### src/hdl/tun_pkg.sv
// ----------------------------------------------------------------------------
// tun_pkg
// Shared constants for the triangle unit normal pipeline.
// ----------------------------------------------------------------------------
package tun_pkg;

  localparam int NORM_W = 16;
  localparam int LANES  = 3;

endpackage

### src/hdl/tun_digit.sv
// ----------------------------------------------------------------------------
// tun_digit
// One bit of the rounded root quotient per lane: trial subtract and update.
// ----------------------------------------------------------------------------
module tun_digit import tun_pkg::*; #(
  parameter int CW = 16,
  parameter int FB = 14,
  parameter int K  = 0
) (
  input  logic                        clk_i,
  input  logic                        rst_ni,
  input  logic                        valid_i,
  output logic                        ready_o,
  input  logic signed [4*CW+2*FB+8:0] r_i [LANES],
  input  logic signed [4*CW+2*FB+8:0] p_i [LANES],
  input  logic signed [4*CW+2*FB+8:0] s_i,
  input  logic        [FB:0]          q_i [LANES],
  input  logic                        neg_i [LANES],
  input  logic                        deg_i,
  output logic                        valid_o,
  input  logic                        ready_i,
  output logic signed [4*CW+2*FB+8:0] r_o [LANES],
  output logic signed [4*CW+2*FB+8:0] p_o [LANES],
  output logic signed [4*CW+2*FB+8:0] s_o,
  output logic        [FB:0]          q_o [LANES],
  output logic                        neg_o [LANES],
  output logic                        deg_o
);

  localparam int RW = 4 * CW + 2 * FB + 9;

  logic                 vld_q;
  logic signed [RW-1:0] dlt [LANES];
  logic                 take [LANES];
  logic signed [RW-1:0] r_d [LANES];
  logic signed [RW-1:0] p_d [LANES];
  logic        [FB:0]   q_d [LANES];

  assign ready_o = !vld_q || ready_i;
  assign valid_o = vld_q;

  // y' = y + 2^(K+1): y'^2*S - y^2*S = S*(2^(K+2)*y + 2^(2K+2))
  always_comb begin
    for (int l = 0; l < LANES; l++) begin
      dlt[l]  = (p_i[l] <<< (K + 2)) + (s_i <<< (2 * K + 2));
      take[l] = (r_i[l] >= dlt[l]);
      r_d[l]  = take[l] ? r_i[l] - dlt[l] : r_i[l];
      p_d[l]  = take[l] ? p_i[l] + (s_i <<< (K + 1)) : p_i[l];
      q_d[l]    = q_i[l];
      q_d[l][K] = take[l];
    end
  end

  always_ff @(posedge clk_i or negedge rst_ni) begin
    if (!rst_ni) begin
      vld_q <= 1'b0;
    end else if (ready_o) begin
      vld_q <= valid_i;
    end
  end

  always_ff @(posedge clk_i) begin
    if (ready_o && valid_i) begin
      s_o   <= s_i;
      deg_o <= deg_i;
      for (int l = 0; l < LANES; l++) begin
        r_o[l]   <= r_d[l];
        p_o[l]   <= p_d[l];
        q_o[l]   <= q_d[l];
        neg_o[l] <= neg_i[l];
      end
    end
  end

endmodule

### config.mk
export PLATFORM = sky130hd
export DESIGN_NAME = tun_digit
export DESIGN_NICKNAME = d
export VERILOG_FILES = /design/src/hdl/tun_pkg.sv /design/src/hdl/tun_digit.sv
export SDC_FILE = /design/constraint.sdc
export NUM_CORES = 2
export LEC_CHECK = 0
export BUFFER_PORTS_ARGS = -buffer_cell sky130_fd_sc_hd__clkbuf_2
export CORE_AREA = 10 10 587 589
export CTS_BUF_LIST = sky130_fd_sc_hd__clkbuf_4 sky130_fd_sc_hd__clkbuf_8
export DETAILED_ROUTE_END_ITERATION = 10
export DIE_AREA = 0 0 597 599
export SLEW_MARGIN = 20
export SYNTH_ARGS = -nofsm -noshare
export SYNTH_HDL_FRONTEND = slang
export SYNTH_SLANG_ARGS = --single-unit
### constraint.sdc
create_clock -name clk_i -period 37.1 [get_ports clk_i]
set_input_delay 9.275 -clock clk_i [delete_from_list [all_inputs] [get_ports clk_i]]
set_output_delay 9.275 -clock clk_i [all_outputs]
set_load 0.005 [all_outputs]
==> flow_summary.ini <==
[clock_network]
total_setup_buffers_inserted_after_cts = 0
cts_sinks = 757
cts_root_buffer = sky130_fd_sc_hd__clkbuf_8
cts-buffers-inserted = 155
tritoncts = built
clock_latency_ns = 1.01
cts.repair.resized = 0
cts.reportedPaths.clkPinSlew_ns = 0.06
cts-hold-fix-buffers = 0
ctsHtreeMaxLevel = 4
clock_tree_buffer_depth = 4

[detailed_routing]
drt_drc_violations_left = 0
drt_first_iter_violations = 8548
antenna_violating_nets_post_route = 0
detail_route.wl_per_cell_um = 29.8
detail_route.first_pass.iterations = 6
viasPerCell = 5.45
dr_total_vias = 86900
routed_wl_um = 476000

[die]
initial_core_util_pct = 24.8
die_h_um = 599
num_io_pins = 1518
design.die.area_um2 = 358000
fp.coreArea_um2 = 333000
die-width_um = 597
floorplan.rows = 212

[synthesis]
synth.net_count = 11700
synth-seq-area-share_pct = 27.6
yosys_most_used_dff = sky130_fd_sc_hd__edfxtp_1
post_synth_inst_count = 10100
yosys.cell_count.top_type = sky130_fd_sc_hd__a21oi_1
synthesis.yosys.warnings = 0
synthDominantCellAreaShare_pct = 27.5
synth-seq-cells = 757
synth_commonest_cells = 1323 x sky130_fd_sc_hd__a21oi_1, 1118 x sky130_fd_sc_hd__nand2_1, 888 x sky130_fd_sc_hd__ha_1, 877 x sky130_fd_sc_hd__o21ai_0, 756 x sky130_fd_sc_hd__edfxtp_1
synth_largest_area_cell = sky130_fd_sc_hd__edfxtp_1
synthDistinctLibCells = 117
ys_top_cells_by_area = sky130_fd_sc_hd__edfxtp_1 28%, sky130_fd_sc_hd__ha_1 13%, sky130_fd_sc_hd__a21oi_1 8.0%
synth_edf_count = 756
async_flop_share_pct = 0.132
synth_area_per_cell_um2 = 8.17
synthesis.area_um2 = 82400

[worst_setup_path]
crit-reg2reg-launch = valid_o
cp_slowest_cell = sky130_fd_sc_hd__or4_1
setup.worst_path.class = in -> reg
critPathMaxStageDelay_ns = 0.89
critPathRequiredTime_ns = 37.81
reg2reg_depth = 6
timing.critical_path.to_type = flop
crit-reg2reg-capture = r_o[221]
worst_ep_arrival_time_ns = 21.00
regToRegSetupSlack_ns = 32.51
crit_top_cell = sky130_fd_sc_hd__nand4_1
startpoint_type = primary input
worst-path-max-fanout = 174

[worst_hold_path]
min_path_cells = 2
worst_hold_startpoint = valid_o
min_to = valid_o
hold_path_class = reg -> reg

[timing]
timing.clock.skew_ns = 0.0409
post-route-period-util_pct = 54.7
fin_hold_ws_ns = 0.539
slew_at_the_pin_closest_to_its_max_slew_limit_ns = 1.17
rsz_0062_raised_after_global_routing = false
final-max-slew-violation-count = 0
slew_headroom_pct = 21.5
hold_viol_final = 0
setup-violations-final = 0
timing.setup.tns_ns = 0
period_needed_ns = 20.28
f_max_mhz = 49.3

[global_route]
globalRoute.totalOverflow = 0
grt_pass1_vias = 84100
top_usage_layer = met2
met3_usage_pct = 5.78
grt_use_met1_pct = 30.7
grt_max_degree = 205
grt_util_all_layers_pct = 24.9
met2_track_demand_over_resource_pct = 40.7
antenna_violations_before_repair = 143
wire_length_of_the_first_global_routing_pass_um = 644000

[pwr]
vdd_ir_drop_max_mv = 0.0412
power.static_leakage_nw = 41.2
power_density_nw_per_um2 = 50.1
p_total_mw = 4.90

[outcome]
result_of_the_run = finished, final reports clean

[place]
dp.final_hpwl_um = 409000
routabilityCongestion = 1.01
port_buffers = 1514

[finish]
multiInputGateArea_um2 = 56400
final_layout_size_suffix_gt1_share_pct = 17.9
num-fill-cells = 36300
finalNetCount = 13000
layout-area-overhead-vs-synth_pct = 18.7
layout.area.seq_um2 = 22700

[job]
maxCapViolCount = 0
==> metal layers <==
metal  part of all wire [%]  vias up  wire length [um]
met3                    7.7      793             36800
met2                     45     3861            214000
met5                  0.045        -               215
li1                       -    40400                 -
met4                    6.1       28             29000
met1                     41    41800            196000
==> metrics by stage <==
| stage | setup slack, ns | utilization (%) | cells | area, um2 |
|---|---|---|---|---|
| finish | 16.82 | 29.4 | 15900 | 97800 |
| global route | 16.69 | 29.4 | 15900 | 97700 |
| CTS | 16.90 | 29.4 | 15900 | 97600 |
| detailed placement | 15.81 | 28.4 | 15600 | 94400 |
| global placement | 15.72 | 28.4 | 15600 | 94400 |
| floorplan | 9.37 | - | 10100 | 82400 |
==> worst max path at each step <==
stage,cells after the start,from,end,slack (ns)
4_1_cts,27,s_i[47],r_o[111],16.90
6_report,29,s_i[0],r_o[111],16.82
3_3_place_gp,29,s_i[0],p_o[107],15.72
3_5_place_dp,27,s_i[47],p_o[107],15.81
2_1_floorplan,2,ready_i,deg_o,9.37
5_1_grt,29,s_i[0],r_o[111],16.69
==> where the power goes <==
group	internal, mW	total [mW]	switching, mW	leakage (nW)
Sequential	1.20	1.28	0.0766	7.22
Combinational	0.902	2.63	1.73	32.3
Clock	0.538	0.989	0.451	1.68
Total	2.64	4.90	2.26	41.2
==> placed cells by master, fill, tap and decap left out, types with 41 or more instances in the layout <==
| master | count |
|---|---|
| sky130_fd_sc_hd__o21ai_1 | 115 |
| sky130_fd_sc_hd__and3_1 | 58 |
| sky130_fd_sc_hd__nand2_1 | 1118 |
| sky130_fd_sc_hd__a211oi_1 | 60 |
| sky130_fd_sc_hd__clkinv_1 | 41 |
| sky130_fd_sc_hd__edfxtp_1 | 756 |
| sky130_fd_sc_hd__nand3_1 | 166 |
| sky130_fd_sc_hd__mux2_2 | 56 |
| sky130_fd_sc_hd__buf_4 | 142 |
| sky130_fd_sc_hd__nor3_1 | 133 |
| sky130_fd_sc_hd__nand4_1 | 332 |
| sky130_fd_sc_hd__o31ai_1 | 69 |
| sky130_fd_sc_hd__ha_1 | 888 |
| sky130_fd_sc_hd__nor2_1 | 708 |
| sky130_fd_sc_hd__o21bai_1 | 225 |
| sky130_fd_sc_hd__clkbuf_2 | 1514 |
| sky130_fd_sc_hd__nor2b_1 | 76 |
| sky130_fd_sc_hd__inv_1 | 276 |
| sky130_fd_sc_hd__nand2b_1 | 78 |
| sky130_fd_sc_hd__o211ai_1 | 55 |
| sky130_fd_sc_hd__clkbuf_8 | 158 |
| sky130_fd_sc_hd__a21oi_1 | 1323 |
| sky130_fd_sc_hd__a31oi_1 | 96 |
| sky130_fd_sc_hd__o21a_1 | 114 |
| sky130_fd_sc_hd__o21ai_0 | 877 |
| sky130_fd_sc_hd__nor4_1 | 47 |
| sky130_fd_sc_hd__diode_2 | 59 |
| sky130_fd_sc_hd__xor2_1 | 344 |
| sky130_fd_sc_hd__xnor2_1 | 520 |
| sky130_fd_sc_hd__a21o_1 | 506 |
==> cell families after synthesis <==
group	synth area share, %
xor+xnor	9.18
fa+ha+maj	13.7
simple gates	16.2
mux	0.962
flops	27.6
buf+inv	4.00
compound gates	28.3
==> critical path, delay by kind of cell <==
family / cells / cell delay (ns)
XOR/XNOR: 1 / 0.17
multiplexers: 1 / 0.46
AO/OA/AOI/OAI: 11 / 3.42
buffers and inverters: 5 / 2.11
AND/OR/NAND/NOR: 8 / 3.84
adder cells (fa/ha/maj): 3 / 1.15
==> state kept, by name, summed over array words and instances (netlist names) <==
register and cells:
deg_o 1, q_o 45, neg_o 3, valid_o 1, p_o 303, r_o 303, s_o 101
==> area by class of cell <==
| type | count | area share (%) |
|---|---|---|
| Clock inverter | 85 | 0.855 |
| Sequential cell | 757 | 23.2 |
| Clock buffer | 186 | 2.44 |
| Tap cell | 4387 | 5.61 |
| Multi-Input combinational cell | 8529 | 57.7 |
| Antenna cell | 59 | 0.151 |
| Inverter | 278 | 1.08 |
| Timing Repair Buffer | 1661 | 8.94 |
Note: power is estimated with default switching activity, not from simulation.
